<file path="config.mk">
export PLATFORM = sky130hd
export DESIGN_NAME = sactl_lfsr
export DESIGN_NICKNAME = d
export VERILOG_FILES = /design/src/sactl_pkg.sv /design/src/sactl_lfsr.sv
export SDC_FILE = /design/constraint.sdc
export NUM_CORES = 1
export LEC_CHECK = 0
export ABC_AREA = 0
export BUFFER_PORTS_ARGS = -buffer_cell sky130_fd_sc_hd__buf_4
export CAP_MARGIN = 20
export CORE_UTILIZATION = 54
export DETAILED_ROUTE_END_ITERATION = 10
export PLACE_DENSITY = 0.82
export SLEW_MARGIN = 25
export SYNTH_ARGS = -nofsm -noshare
export SYNTH_HDL_FRONTEND = slang
export SYNTH_SLANG_ARGS = --single-unit
</file>
<file path="constraint.sdc">
create_clock -name clk_i -period 2 [get_ports clk_i]
set_input_delay 0.3 -clock clk_i [delete_from_list [all_inputs] [get_ports clk_i]]
set_output_delay 0.3 -clock clk_i [all_outputs]
set_load 0.005 [all_outputs]
</file>
<file path="src/sactl_pkg.sv">
`timescale 1ns / 1ps
// ----------------------------------------------------------------------------
// sactl_pkg
// Shared types and constants of the set-associative cache tag lookup.
// ----------------------------------------------------------------------------
package sactl_pkg;

  localparam int NUM_SETS_DEF = 64;
  localparam int NUM_WAYS_DEF = 8;
  localparam int TAG_BITS_DEF = 28;

  localparam int          SEED_W     = 16;
  localparam logic [15:0] SEED_RESET = 16'h0001;
  localparam logic [15:0] LFSR_TAPS  = 16'hB400;

  typedef enum logic {
    OP_READ  = 1'b0,
    OP_WRITE = 1'b1
  } op_e;

  typedef struct packed {
    logic hit;
    logic filled;
    logic evicted;
  } sactl_res_t;

endpackage

</file>
<file path="src/sactl_lfsr.sv">
`timescale 1ns / 1ps
// ----------------------------------------------------------------------------
// sactl_lfsr
// Replacement LFSR (16-bit Galois) with a registered victim way.
// ----------------------------------------------------------------------------
module sactl_lfsr
  import sactl_pkg::*;
#(
  parameter int NUM_WAYS = NUM_WAYS_DEF,
  localparam int WAY_BITS = $clog2(NUM_WAYS)
) (
  input  logic                clk_i,
  input  logic                rst_ni,
  input  logic                cfg_we_i,
  input  logic [SEED_W-1:0]   seed_i,
  input  logic                advance_i,
  output logic [WAY_BITS-1:0] victim_o
);

  // floor(x / NUM_WAYS) for 16-bit x by reciprocal
  localparam logic [32:0] RECIP =
    33'(((64'd1 << 32) + 64'(NUM_WAYS) - 64'd1) / 64'(NUM_WAYS));

  logic [SEED_W-1:0]   lfsr_q, lfsr_d;
  logic [WAY_BITS-1:0] victim_q, victim_d;
  logic [48:0]         prod;
  logic [SEED_W-1:0]   quot;
  logic [31:0]         back;
  logic [SEED_W-1:0]   rem;

  always_comb begin
    if (cfg_we_i) begin
      lfsr_d = (seed_i == '0) ? SEED_RESET : seed_i;
    end else if (advance_i) begin
      lfsr_d = (lfsr_q >> 1) ^ (lfsr_q[0] ? LFSR_TAPS : '0);
    end else begin
      lfsr_d = lfsr_q;
    end
  end

  always_comb begin
    prod     = 49'(lfsr_d) * 49'(RECIP);
    quot     = prod[47:32];
    back     = 32'(quot) * 32'(NUM_WAYS);
    rem      = lfsr_d - back[SEED_W-1:0];
    victim_d = rem[WAY_BITS-1:0];
  end

  always_ff @(posedge clk_i or negedge rst_ni) begin
    if (!rst_ni) begin
      lfsr_q   <= SEED_RESET;
      victim_q <= WAY_BITS'(1);
    end else begin
      lfsr_q   <= lfsr_d;
      victim_q <= victim_d;
    end
  end

  assign victim_o = victim_q;

endmodule

</file>
**Word level (Yosys, flattened, before mapping)**

Index checks and enable logic that the tools add are counted.
W data, S select, Z words.

- Register bits: 19
- Input bits: 20
- Logic and storage cells: 9

- Add/subtract/negate cells: 1
- Mux-type cells: 4
- Bitwise logic cells: 1
- Reductions and logical operators: 1

Operators by type and width:

| operator | count |
|---|---|
| $mux W16 | 4 |
| $logic_not A16 Y1 | 1 |
| $xor A15 B16 Y16 | 1 |
| $sub A3 B1 Y3 const B | 1 |

**Longest topological paths before layout**

- Depth after elaboration: 5
- Mapped depth: 4

**Worst setup path before layout**

Ideal clock, no wire load.

- Path type: reg-to-reg
- Start point: register lfsr_q[0]
- End point: register lfsr_q[0]
- Library setup time: 77 ps
- Data arrival time: 900 ps
- Path slack: 1023 ps
- Stages on the path, launching flop included: 4
- Buffers on the path: 0
- Period minus slack after synthesis: 977 ps
- Cell sequence: dfstp_2 > nor2b_1 > a211oi_2 > a31oi_1

- Word-level cells in the longest chain between the ends: 2

RTL lines:

| what | line | RTL |
|---|---|---|
| from (decl) | sactl_lfsr.sv:24 | `logic [SEED_W-1:0] lfsr_q, lfsr_d;` |
| from (signal assigned) | sactl_lfsr.sv:54 | `lfsr_q <= lfsr_d;` |
| $mux W16 | sactl_lfsr.sv:34 | `end else if (advance_i) begin` |
| $mux W16 | sactl_lfsr.sv:32 | `if (cfg_we_i) begin` |

No other way between the ends.

==> impl_metrics.ini <==
[logic_synthesis]
synth-edff-count = 0
synthTopCellsByCount = 15 x dfrtp_1, 15 x mux2i_1, 15 x nand2_1
netlist_area_um2 = 861
synth_seq_cells = 16
syn_nets = 101
synthCells = 81
netlist_top_cells_area = dfrtp_1 44%, mux2i_1 17%, nand2_1 6.5%
syn_area_per_cell_um2 = 10.6
synth_flop_cell = dfrtp_1
synth_async_sr_flop_share = 1.00
synth_top_area_share = 0.436
yosysWarnings = 0
synth_largest_area_cell = dfrtp_1
yosysSeqAreaShare = 0.467
synth_cell_type_count = 18

[clocking]
cts.reportedPaths.clkPinSlew_ns = 0.09
cts_buffers = 3
cts_sinks = 16
cts_buffer_depth = 2
insertion_delay_ns = 0.29
cts_tree = built
htreeDepth = 1
cts_resized = 0
root_buffer = clkbuf_4

[die]
io_pins = 23
design.die.area_um2 = 1760
die_h_um = 41.9
rows = 14
start_util = 0.578
die_width_um = 41.9
core_um2 = 1490

[power_and_ir_drop]
finalPower_uw = 705
p_leak_nw = 0.486
vdd_drop_max_uv = 478
power_density_nw_per_um2 = 694

[setup_path]
critPathMaxStageDelay_ns = 0.61
startpoint_type = flip-flop
worstReg2RegStart = lfsr_q[0]
startpoint = lfsr_q[0]
rrSetupSlack_ns = 0.91
end_kind = primary output
worstPathArrival_ns = 1.02
r2r_end = lfsr_q[0]
crit_required_ns = 1.70
path_depth = 1
slowest_stage = dfstp_2
crit_end = victim_o[0]
worst_r2r_path_depth = 3
crit_family = flip-flops
worstPathMaxFanout = 6
path_buf_inv = 1
cp_cell_sequence = buf_4
path_class = flip-flop to primary output

[global_routing]
antenna_found_initial = 0
grt_pass1_wl_um = 2660
grt_overflow_total = 0
grt_usage = 0.200
grt_pass1_vias = 634
grt_max_degree = 33

[route]
drtPass1Iterations = 4
ant_nets = 0
vias_per_cell = 5.43
drc = 0
via_count = 630
wire_per_inst_um = 12.7
routed_wl_um = 1470
drtIter0Drc = 23

[sta]
fin_crit_ns = 1.32
finClkSkew_ns = 0.00678
fin_setup_tns_ns = 0
maxSlewViolCount = 0
hold_viol = 0
max_freq_ghz = 0.756
worstMarginPinSlew_ns = 0.273
rsz0062_at_grt = no
fin_crit_sh = 0.662
setup_ws_ns = 0.677
final-setup-viol-count = 0
maxSlewHeadroom = 0.816

[min_path]
hp-class = primary input to flip-flop

[finish]
regArea_um2 = 402
multiInputGateArea_um2 = 389
fillers = 118
fin_nets = 121
n_antenna_cell = 0
area_growth_syn_to_layout_pct = 18.0
reg_top3 = lfsr_q (16)
largest_reg_flops = 16
drive_gt1_frac = 0.310
largest-register = lfsr_q

[outcome]
run_status = finished, final reports clean

[placed_design]
pre_cts_slack_ns = 0.883
dpl.hpwl_um = 1100
gp_congestion = 0.681
io_buffer_count = 22

[run]
cap_viol_max_count = 0
==> worst min-delay path by stage <==
stage | start | endpoint | slack (ns) | cells past startpoint
finish | seed_i[2] | lfsr_q[2] | 0.22 | 3
global route | seed_i[14] | lfsr_q[14] | 0.23 | 3
CTS | seed_i[2] | lfsr_q[2] | 0.22 | 3
detailed placement | rst_ni | lfsr_q[11] | 0.17 | 1
global placement | rst_ni | lfsr_q[11] | 0.17 | 1
floorplan | rst_ni | lfsr_q[10] | 0.004 | 0
==> power breakdown <==
group	internal, mW	switching (mW)	leakage (nW)
clock network	0.0776	0.102	0.0150
logic	0.0750	0.0657	0.279
registers	0.360	0.0247	0.192
==> metal layers <==
layer  part of all wire  global-route usage
met1               0.45               0.260
met2               0.50               0.328
met3              0.040              0.0391
met4              0.013              0.0774
met5                  0                   0
==> per-stage QoR <==
| step | hold slack [ns] | instance area, µm² | instances | utilization |
|---|---|---|---|---|
| 2_1_floorplan | 0.00441 | 861 | 81 | - |
| 3_3_place_gp | 0.165 | 980 | 111 | 0.658 |
| 3_5_place_dp | 0.167 | 980 | 111 | 0.658 |
| 4_1_cts | 0.224 | 1020 | 116 | 0.682 |
| 5_1_grt | 0.235 | 1020 | 116 | 0.682 |
| 6_report | 0.222 | 1020 | 116 | 0.682 |
==> kinds of logic (layout without fill, tap and decap cells) <==
group	Yosys count	count (layout)	synth area share
AO/OA/AOI/OAI	17	17	0.109
XOR/XNOR	3	3	0.0305
buffers and inverters	9	28	0.0814
flip-flops	16	16	0.467
multiplexers	15	15	0.174
AND/OR/NAND/NOR	21	21	0.138
==> placed cells by master (no fill, tap or decap), drive strengths merged <==
cell,synthesis,routed
mux2i,15,15
nand2,15,15
o21ai,15,15
a211oi,1,1
clkbuf,2,4
a31oi,1,1
xor2,3,3
nand4,1,1
inv,1,1
dfrtp,15,15
dfstp,1,1
nor4,4,4
buf,6,22
dlygate4sd3,0,1
nor2b,1,1
==> layout make-up <==
cell class	count	area share
Timing Repair Buffer	23	0.172
Tap cell	16	0.0197
Multi-Input combinational cell	56	0.383
Sequential cell	16	0.395
Clock buffer	4	0.0259
Inverter	1	0.00369
==> repair_timing <==
| action | in CTS | in global routing |
|---|---|---|
| endpoints found under the setup margin | 0 | 0 |
| buffers inserted | 0 | 0 |
| hold buffers | 1 | 0 |
| hold endpoints to repair | 15 | 0 |
(Power assumes the default switching activity.)
