## config.mk

```make
export PLATFORM = sky130hd
export DESIGN_NAME = sactl_lookup
export DESIGN_NICKNAME = d
export VERILOG_FILES = /design/src/sactl_pkg.sv /design/src/sactl_lookup.sv
export SDC_FILE = /design/constraint.sdc
export NUM_CORES = 1
export LEC_CHECK = 0
export BUFFER_PORTS_ARGS = -buffer_cell sky130_fd_sc_hd__buf_4
export CORE_AREA = 2 2 195 197
export DETAILED_ROUTE_END_ITERATION = 12
export DIE_AREA = 0 0 197 199
export GPL_ROUTABILITY_DRIVEN = 0
export PLACE_DENSITY_LB_ADDON = 0.1
export SLEW_MARGIN = 20
export SYNTH_ARGS = -nofsm -noshare
export SYNTH_HDL_FRONTEND = slang
export SYNTH_SLANG_ARGS = --single-unit
```

## constraint.sdc

```tcl
create_clock -name vclk -period 3.8
set_clock_uncertainty 0.2 [all_clocks]
set_input_delay 0.38 -clock vclk [all_inputs]
set_output_delay 0.38 -clock vclk [all_outputs]
set_load 0.03 [all_outputs]
```

## src/sactl_pkg.sv

```systemverilog
`timescale 1ns / 1ps
// ----------------------------------------------------------------------------
// sactl_pkg
// Shared types and constants of the set-associative cache tag lookup.
// ----------------------------------------------------------------------------
package sactl_pkg;

  localparam int NUM_SETS_DEF = 64;
  localparam int NUM_WAYS_DEF = 8;
  localparam int TAG_BITS_DEF = 28;

  localparam int          SEED_W     = 16;
  localparam logic [15:0] SEED_RESET = 16'h0001;
  localparam logic [15:0] LFSR_TAPS  = 16'hB400;

  typedef enum logic {
    OP_READ  = 1'b0,
    OP_WRITE = 1'b1
  } op_e;

  typedef struct packed {
    logic hit;
    logic filled;
    logic evicted;
  } sactl_res_t;

endpackage

```

## src/sactl_lookup.sv

```systemverilog
`timescale 1ns / 1ps
// ----------------------------------------------------------------------------
// sactl_lookup
// Tag compare and fill decision for one set row, plus the updated row.
// ----------------------------------------------------------------------------
module sactl_lookup
  import sactl_pkg::*;
#(
  parameter int NUM_WAYS = NUM_WAYS_DEF,
  parameter int TAG_BITS = TAG_BITS_DEF,
  localparam int WAY_BITS = $clog2(NUM_WAYS)
) (
  input  logic                         opcode_i,
  input  logic [TAG_BITS-1:0]          tag_i,
  input  logic [NUM_WAYS-1:0]          row_valid_i,
  input  logic [NUM_WAYS*TAG_BITS-1:0] row_tags_i,
  input  logic [WAY_BITS-1:0]          victim_i,
  output sactl_res_t                   res_o,
  output logic [WAY_BITS-1:0]          way_o,
  output logic [NUM_WAYS-1:0]          new_valid_o,
  output logic [NUM_WAYS*TAG_BITS-1:0] new_tags_o
);

  logic                hit, any_free;
  logic [WAY_BITS-1:0] hit_way, free_way;

  // lowest matching way and lowest free way
  always_comb begin
    hit      = 1'b0;
    hit_way  = '0;
    any_free = 1'b0;
    free_way = '0;
    for (int w = NUM_WAYS - 1; w >= 0; w--) begin
      if (row_valid_i[w] && row_tags_i[w*TAG_BITS +: TAG_BITS] == tag_i) begin
        hit     = 1'b1;
        hit_way = WAY_BITS'(w);
      end
      if (!row_valid_i[w]) begin
        any_free = 1'b1;
        free_way = WAY_BITS'(w);
      end
    end
  end

  always_comb begin
    res_o = '0;
    way_o = '0;
    if (hit) begin
      res_o.hit = 1'b1;
      way_o     = hit_way;
    end else if (opcode_i == OP_READ) begin
      res_o.filled  = 1'b1;
      res_o.evicted = !any_free;
      way_o         = any_free ? free_way : victim_i;
    end
  end

  always_comb begin
    new_valid_o = row_valid_i;
    new_tags_o  = row_tags_i;
    for (int w = 0; w < NUM_WAYS; w++) begin
      if (way_o == WAY_BITS'(w)) begin
        new_valid_o[w]                       = 1'b1;
        new_tags_o[w*TAG_BITS +: TAG_BITS] = tag_i;
      end
    end
  end

endmodule

```

### After elaboration in Yosys (flattened, before gate mapping)

Cells that the tools add are included.
W data, S select, Z words.

| cells by class | value |
|---|---|
| multiplexer cells | 54 |
| reduce and logical (&&, ||, !) cells | 10 |
| equal/unequal tests | 15 |

Operator list:

| kind | count |
|---|---|
| $eq A28 B28 Y1 | 8 |
| $mux W28 | 8 |
| $mux W3 | 19 |
| $mux W1 | 25 |
| $eq A3 B3 Y1 const B | 4 |
| $logic_and A1 B1 Y1 | 8 |
| $eq A3 B2 Y1 const B | 2 |
| $mux W2 | 2 |
| $eq A3 B1 Y1 const B | 1 |
| $logic_not A3 Y1 | 1 |
| $logic_not A1 Y1 | 1 |

| word-level totals | value |
|---|---|
| output and inout bits | 238 |
| register bits | 0 |
| logic and storage cells | 79 |
| input bits | 264 |

### Longest topological paths before layout

Gate-level depths: netlist of the first run.

| depth | value |
|---|---|
| depth in word-level cells | 13 |
| mapped depth | 14 |
| gate-level depth less buffers | 10 |

### Worst setup path before layout of the first run

OpenSTA, ideal clock, no wires.

| path | value |
|---|---|
| path type | input port to output port |
| from | input tag_i[4] |
| to | output new_tags_o[132] |
| data required time | 3.220 ns |
| slack | 0.381 ns |
| stages on the path | 13 |
| arrival time | 2.839 ns |
| buffers on the path | 3 |
| cell sequence | buf_6 -> xor2_1 -> a211o_1 -> nor4_1 -> nand4_1 -> nand4_1 -> nand2b_1 -> nand2_1 -> inv_1 -> and3_1 -> buf_4 -> buf_6 -> mux2_1 |

| on the way | value |
|---|---|
| word-level cells in the longest chain between the ends | 13 |
| elaborated cells on any way between the ends | 35 |
| classes of those cells | eq/ne (9); mux (18); reduce/logical (8) |

RTL lines:

| what | line | RTL |
|---|---|---|
| from (decl) | sactl_lookup.sv:14 | `input logic [TAG_BITS-1:0] tag_i,` |
| $eq A28 B28 Y1 | sactl_lookup.sv:34 | `if (row_valid_i[w] && row_tags_i[w*TAG_BITS +: TAG_BITS] == tag_i) begin` |
| $logic_and A1 B1 Y1 | sactl_lookup.sv:34 |  |
| $mux W3 or $mux W1 (tied branches) (8 in series) | sactl_lookup.sv:34 |  |
| $mux W3 (*) | sactl_lookup.sv:48 | `if (hit) begin` |
| named net way_o[2] | sactl_lookup.sv:19 | `output logic [WAY_BITS-1:0] way_o,` |
| $eq A3 B3 Y1 (*) | sactl_lookup.sv:62 | `if (way_o == WAY_BITS'(w)) begin` |
| $mux W28 (*) | sactl_lookup.sv:62 |  |
| to (decl) | sactl_lookup.sv:21 | `output logic [NUM_WAYS*TAG_BITS-1:0] new_tags_o` |

Mark *: on every way through the listed nets, which the timed path passes. The rest lies on a longest branch.

### Worst setup path in the final report of the first run

| path | value |
|---|---|
| from | input row_tags_i[89] |
| to | output new_tags_o[101] |

| on the way | value |
|---|---|
| word-level cells in the longest chain between the ends | 9 |
| elaborated cells on any way between the ends | 13 |
| classes of those cells | eq/ne (2); mux (10); reduce/logical (1) |

RTL lines:

| what | line | RTL |
|---|---|---|
| from (decl) | sactl_lookup.sv:16 | `input logic [NUM_WAYS*TAG_BITS-1:0] row_tags_i,` |
| $eq A28 B28 Y1 (*) | sactl_lookup.sv:34 |  |
| $logic_and A1 B1 Y1 (*) | sactl_lookup.sv:34 |  |
| $mux W3 or $mux W1 (tied branches) (4 in series) | sactl_lookup.sv:34 |  |
| $mux W3 (*) | sactl_lookup.sv:48 |  |
| $eq A3 B2 Y1 (*) | sactl_lookup.sv:62 |  |
| $mux W28 (*) | sactl_lookup.sv:62 |  |

Mark *: on every way between the ends. The rest lies on a longest branch, timed or not.

==> run summary, run 1 <==
- sky130_fd_sc_hd__buf_6 — crit-path most repeated cell
- output port — kind of capture point of the worst setup path
- 8264 — vias in the first global route
- 11300 µm² — instance area at placement
- 16.1% — starting density of the core
- 54.0% — Slew Limit Headroom
- 8.92 µm² — Avg Inst Size Synth
- 144 nW/µm² — power density normalized to cell area
- primary input to output port — classification of the worst-slack hold path
- 0 — drc violations
- 3220 ps — worst path required time
- primary input to output port — Worst Setup Path Type
- -651 ps — pre-CTS setup slack
- 250 MHz — Achievable Freq
- 0 — final-layout clock buffer total
- 8 — critical path peak fanout
- 78.9% — layout cell share with drive strength beyond 1
- sky130_fd_sc_hd__mux2_2 — top cell type by total area after synthesis
- sky130_fd_sc_hd__mux2_2, sky130_fd_sc_hd__xnor2_1, sky130_fd_sc_hd__xor2_1 — main area contributors after synthesis
- 2.75% — M3 GR Usage
- 4000 ps — min cycle time layout
- 0 µm² — register cell area after layout
- 0 — hold_buf cts
- 669 — gate count after technology mapping
- 65.5 µV — worst vdd rail ir drop
- 6.72 nW — standby leakage power
- 4.38 — Via density
- 140% — layout-stage area growth over the synthesis result
- 502 — I/O pin cnt
- 0 — total of warnings raised by yosys
- 14400 µm² — post-route design area
- 0 — max-cap violation count
- 37100 µm² — Core ar.
- 40000 µm — hpwl dp
- 0 — endpoints failing hold
- 0 — overflow left after global routing
- 37.2% — top cell type's share of synthesized area
- yes — unrepaired setup endpoints after global routing
- 228 — final number of setup-violating endpoints
- 20 — pin count of the biggest net entering global routing
- -199 ps — least setup slack across all paths after layout
- 683 ps — Least-Margin Pin Slew
- 44.1% — GR Layer Usage met2
- 1 — initial antenna violation count
- 502 — number of buffers added on ports
- 27.8 µm — Routed WL per cell
- met2 — Most Crowded Layer GR
- 0% — part of the Yosys area used for sequential elements
- primary input — launching element type of the critical path
- 32 — Unique masters post-synth
- 199 µm — y dimension of the die
- 0 — number of nets with antenna violations after detailed routing
- 105% — share of the cycle needed by the critical path after routing
- 310 ps — longest individual stage delay on the worst path
- sky130_fd_sc_hd__buf_4 — most frequent standard cell in the layout excluding fill and tap cells
- sky130_fd_sc_hd__mux2_4 — Worst path slowest cell
- 5970 µm² — post-synthesis instance area
- 1571 — number of nets in the layout
- 7792 — via count of the routed design
- 39200 µm² — total die area
- sky130_fd_sc_hd__buf_4, sky130_fd_sc_hd__buf_6, sky130_fd_sc_hd__mux2_4, sky130_fd_sc_hd__xnor2_1, sky130_fd_sc_hd__mux2_2 — most frequent cells in the layout
- 193 — DRC marker count from the first detailed-route iteration
- 0 — number of flip-flops and latches
- 63700 µm — first-pass GRT wire length
- buffers and inverters — cell family with the largest share of critical-path delay
- complete, but fails checks — result of the run
- setup timing — violated checks
- 28.9% — GR Layer Usage met1
- -31020 ps — Setup TNS
- 49400 µm — wire length reported by the detailed router
- 0 — number of inserted diodes
- 23.1% — total track usage
- 197 µm — chip width
- 0 — max-slew violation total from the final report
- 3420 ps — Worst EP arrival
- 71 — placement row count
- 933 — number of nets in the synthesized netlist
- 8 — Worst Path Buf+Inv
- buf_6 > xnor2_4 > nand4_1 > buf_4 > nor4_4 > buf_4 > nand4_1 > buf_6 > buf_6 > nand4_1 > nor4_4 > nor3_4 > buf_6 > and3b_2 > buf_12 > mux2_4 > buf_4 — critical path cell sequence
- 4 — number of iterations in the first detailed-routing pass
==> synthesized netlist by cell type (3+ instances only) <==
cell type,number
sky130_fd_sc_hd__mux2_2,197
sky130_fd_sc_hd__xnor2_1,134
sky130_fd_sc_hd__xor2_1,89
sky130_fd_sc_hd__nand4_1,42
sky130_fd_sc_hd__buf_4,34
sky130_fd_sc_hd__nor4_1,34
sky130_fd_sc_hd__buf_2,32
sky130_fd_sc_hd__mux2_4,18
sky130_fd_sc_hd__buf_6,15
sky130_fd_sc_hd__nand2_1,14
sky130_fd_sc_hd__mux2_1,9
sky130_fd_sc_hd__nand2b_1,8
sky130_fd_sc_hd__inv_1,6
sky130_fd_sc_hd__o21ai_0,6
sky130_fd_sc_hd__or2_2,4
sky130_fd_sc_hd__nand3_1,3
sky130_fd_sc_hd__nor2_1,3
sky130_fd_sc_hd__nor3_1,3
==> cells by family after synthesis <==
logic type	share of synthesized area, %
xor+xnor	32.7
simple gates	12.0
buf+inv	10.2
compound gates	1.70
mux	43.4
==> tightest hold or removal path, stage by stage <==
cell and delay, ps:
sky130_fd_sc_hd__buf_4 100, sky130_fd_sc_hd__nand2b_1 90, sky130_fd_sc_hd__buf_4 150
==> what timing repair did <==
item,in CTS,in global routing
gates cloned,8,6
setup buffers,20,27
pin swaps,19,22
resized for setup,278,267
endpoints found under the setup margin,232,232
==> cell type report <==
cell class,instances,area [µm²]
tap,474,593
inverter,6,22.5
timing repair buffer,717,7180
fill,3820,22800
multi-input combinational,582,6550
==> layer usage <==
metal	vias up	wire, µm
met1	3827	21000
li1	3624	-
met5	-	16
met4	2	599
met2	305	25800
met3	34	2020
==> report_power, final <==
| part | switching [mW] | total [mW] | internal (mW) |
|---|---|---|---|
| Sequential | 0 | 0 | 0 |
| Clock | 0 | 0 | 0 |
| Combinational | 1.03 | 2.07 | 1.03 |
| Total | 1.03 | 2.07 | 1.03 |
==> final timing paths <==
check | startpoint | endpoint | slack, ps | cells after the start
worst max-delay path | row_tags_i[89] | new_tags_o[101] | -200 | 17
worst min-delay path | row_valid_i[6] | new_valid_o[6] | 900 | 3
==> metrics by stage <==
stage	hold WS [ps]	cells	total power, mW	util (%)
detailed placement	899	1726	1.72	30.5
floorplan	672	669	0.862	-
finish	899	1779	2.07	38.6
global route	909	1779	2.16	38.6
CTS	899	1752	1.91	34.8
global placement	899	1726	1.72	30.5
Note: power is estimated with default switching activity, not from simulation.
==> inputs of run 2 (changes only) <==
--- a/config.mk
+++ b/config.mk
@@ -5,10 +5,11 @@
 export SDC_FILE = /design/constraint.sdc
 export NUM_CORES = 1
 export LEC_CHECK = 0
+export ABC_AREA = 1
 export BUFFER_PORTS_ARGS = -buffer_cell sky130_fd_sc_hd__buf_4
-export CORE_AREA = 2 2 195 197
+export CORE_AREA = 2 2 197 199
 export DETAILED_ROUTE_END_ITERATION = 12
-export DIE_AREA = 0 0 197 199
+export DIE_AREA = 0 0 199 201
 export GPL_ROUTABILITY_DRIVEN = 0
 export PLACE_DENSITY_LB_ADDON = 0.1
 export SLEW_MARGIN = 20
==> constraint.sdc (replaced) <==
create_clock -name vclk -period 3.8
set_clock_uncertainty 0.2 [all_clocks]
set_input_delay 0.38 -clock vclk [all_inputs]
set_output_delay 0.38 -clock vclk [all_outputs]
set_load 0.05 [all_outputs]
==> run 2 against run 1 <==
  * The run now ends clean
  * Synthesized cell count grew to 2.7 times the previous value
  * Global-route usage is 9.2 points higher
  * Fmax up 8.4%
  * Total power is 9.9% higher
  * Sequential cell count stayed put
  * Synthesized area is 37% higher
  * Via count increased by 81%
  * Sequential share of layout area unchanged
  * Non-clock buffer count shrank 96
  * Die area grew 2.0%
  * Hold slack gained 29 ps
  * Design area down 6.6%
  * Critical path type unchanged
  * Largest cell class is now multi-input combinational cells
  * Highest routed layer unchanged
==> run summary, run 2 <==
- 742 ps — Least-Margin Pin Slew
- 5.75% — M3 GR Usage
- 110 ps — least setup slack across all paths after layout
- 3690 ps — min cycle time layout
- 4.56 µm² — Avg Inst Size Synth
- 169 nW/µm² — power density normalized to cell area
- 34 — Unique masters post-synth
- 0 — drc violations
- 14100 — via count of the routed design
- 1287 — DRC marker count from the first detailed-route iteration
- 63.4% — layout-stage area growth over the synthesis result
- 0 µm² — register cell area after layout
- 3220 ps — worst path required time
- 93800 µm — first-pass GRT wire length
- 201 µm — y dimension of the die
- 40.8% — GR Layer Usage met1
- 2.27 mW — post-route total power
- 40000 µm² — total die area
- 502 — number of buffers added on ports
- 72 — placement row count
- 0 — max-slew violation total from the final report
- sky130_fd_sc_hd__nand2_1, sky130_fd_sc_hd__buf_4, sky130_fd_sc_hd__nand4_1, sky130_fd_sc_hd__inv_1, sky130_fd_sc_hd__nor2_1 — most frequent cells in the layout
- 13500 — vias in the first global route
- 0 — hold_buf cts
- 0 — final-layout clock buffer total
- 2065 — number of nets in the synthesized netlist
- 97.1% — share of the cycle needed by the critical path after routing
- 1801 — gate count after technology mapping
- 53600 µm — hpwl dp
- 0 — total of warnings raised by yosys
- sky130_fd_sc_hd__nand2_1 — most frequent standard cell in the layout excluding fill and tap cells
- 0 ps — Setup TNS
- sky130_fd_sc_hd__nand2_1 — count leader, synth
- 0% — part of the Yosys area used for sequential elements
- 0 — endpoints failing hold
- 8 — critical path peak fanout
- 13400 µm² — post-route design area
- sky130_fd_sc_hd__nand2_1 — top cell type by total area after synthesis
- 8200 µm² — post-synthesis instance area
- 88.6 µV — worst vdd rail ir drop
- 7 — number of iterations in the first detailed-routing pass
- met2 — Most Crowded Layer GR
- tag_i[10] — crit path launch
- 0 — max-cap violation count
- 3110 ps — Worst EP arrival
- 30.3% — layout cell share with drive strength beyond 1
- 49.9% — Slew Limit Headroom
- sky130_fd_sc_hd__nand2_1, sky130_fd_sc_hd__nand4_1, sky130_fd_sc_hd__inv_1 — main area contributors after synthesis
- 55.6% — GR Layer Usage met2
- 0 — final number of setup-violating endpoints
- 58 — pin count of the biggest net entering global routing
- 21.5% — starting density of the core
- 4457 — # fillers
- finished clean — result of the run
- primary input to output port — Worst Setup Path Type
- 0 — number of flip-flops and latches
- 0 — number of nets with antenna violations after detailed routing
- 2792 — Cell Count Post-Placement
- 2 — initial antenna violation count
- 199 µm — chip width
- output port — kind of capture point of the worst setup path
- 502 — I/O pin cnt
- primary input — launching element type of the critical path
- 7.78 nW — standby leakage power
- -58.0 ps — pre-CTS setup slack
- 6730 µm² — area of the multi-input gates
- sky130_fd_sc_hd__nand2_1, sky130_fd_sc_hd__nand4_1, sky130_fd_sc_hd__inv_1 — commonest cells in the netlist
- 24.3 µm — Routed WL per cell
- row_tags_i[23] — Hold Path Origin
- 5.03 — Via density
- 68300 µm — wire length reported by the detailed router
- 0 — overflow left after global routing
- primary input to output port — classification of the worst-slack hold path
- 38100 µm² — Core ar.
- 271 MHz — Achievable Freq
- 2559 — number of nets in the layout
- 2812 — final instance count without filler cells
- 13000 µm² — instance area at placement
- 32.3% — total track usage
- 39.3% — top cell type's share of synthesized area
==> run 2: stage by stage <==
stage / utilization (%) / hold WS [ps]
2_1_floorplan: - / 828
3_3_place_gp: 34.0 / 929
3_5_place_dp: 34.0 / 929
4_1_cts: 34.0 / 930
5_1_grt: 35.2 / 942
6_report: 35.2 / 929
==> run 2: area by class of cell <==
type	instances	share of cell area, %
inverter	202	6.04
antenna	1	0.0187
timing repair buffer	621	38.9
tap	518	4.83
multi-input combinational	1470	50.2
==> run 2: final timing paths <==
path	end	depth (start not counted)
setup / recovery	new_tags_o[123]	22
hold / removal	new_tags_o[23]	4
==> run 2: cells by family after synthesis <==
kind of cell              synth area share [%]
AOI/OAI and AO/OA                         7.72
buffers and inverters                     19.3
xor gates and xnor gates                  5.02
and+or+nand+nor                           68.0
==> run 2: routing by layer <==
layer | share of wire [%] | up-vias | routed length (µm)
li1 | - | 6656 | -
met1 | 41 | 6602 | 27800
met2 | 47 | 737 | 32400
met3 | 8.3 | 134 | 5670
met4 | 3.6 | 4 | 2440
met5 | 0.038 | - | 26
==> run 2: what timing repair did <==
item                       4_1_cts  5_1_grt
pin swaps                        1        7
setup endpoints to repair       42      223
resized for setup                1       64
gates cloned                     0        5
setup buffers                    1       13
==> run 2: power by group <==
group | switching, mW | total [mW] | internal (mW) | leakage (nW)
registers | 0 | 0 | 0 | 0
logic | 1.54 | 2.27 | 0.731 | 7.78
clock network | 0 | 0.00000000298 | 0.00000000298 | 0.00000634
total | 1.54 | 2.27 | 0.731 | 7.78
==> run 2: worst max-delay path, cell delays in order <==
cell	delay, ps
sky130_fd_sc_hd__buf_4	210
sky130_fd_sc_hd__buf_4	210
sky130_fd_sc_hd__xor2_1	260
sky130_fd_sc_hd__nor2_1	70
sky130_fd_sc_hd__nand2_1	100
sky130_fd_sc_hd__inv_1	40
sky130_fd_sc_hd__nand2_1	50
sky130_fd_sc_hd__nor2_1	40
sky130_fd_sc_hd__nand2_1	110
sky130_fd_sc_hd__nand2_1	130
sky130_fd_sc_hd__nor2_4	180
sky130_fd_sc_hd__nand3_4	130
sky130_fd_sc_hd__inv_2	90
sky130_fd_sc_hd__nand2_2	80
sky130_fd_sc_hd__nand2_4	160
sky130_fd_sc_hd__buf_12	180
sky130_fd_sc_hd__buf_6	170
sky130_fd_sc_hd__nor2_4	50
sky130_fd_sc_hd__buf_12	140
sky130_fd_sc_hd__nand3_1	60
sky130_fd_sc_hd__nand2_1	70
sky130_fd_sc_hd__buf_6	150
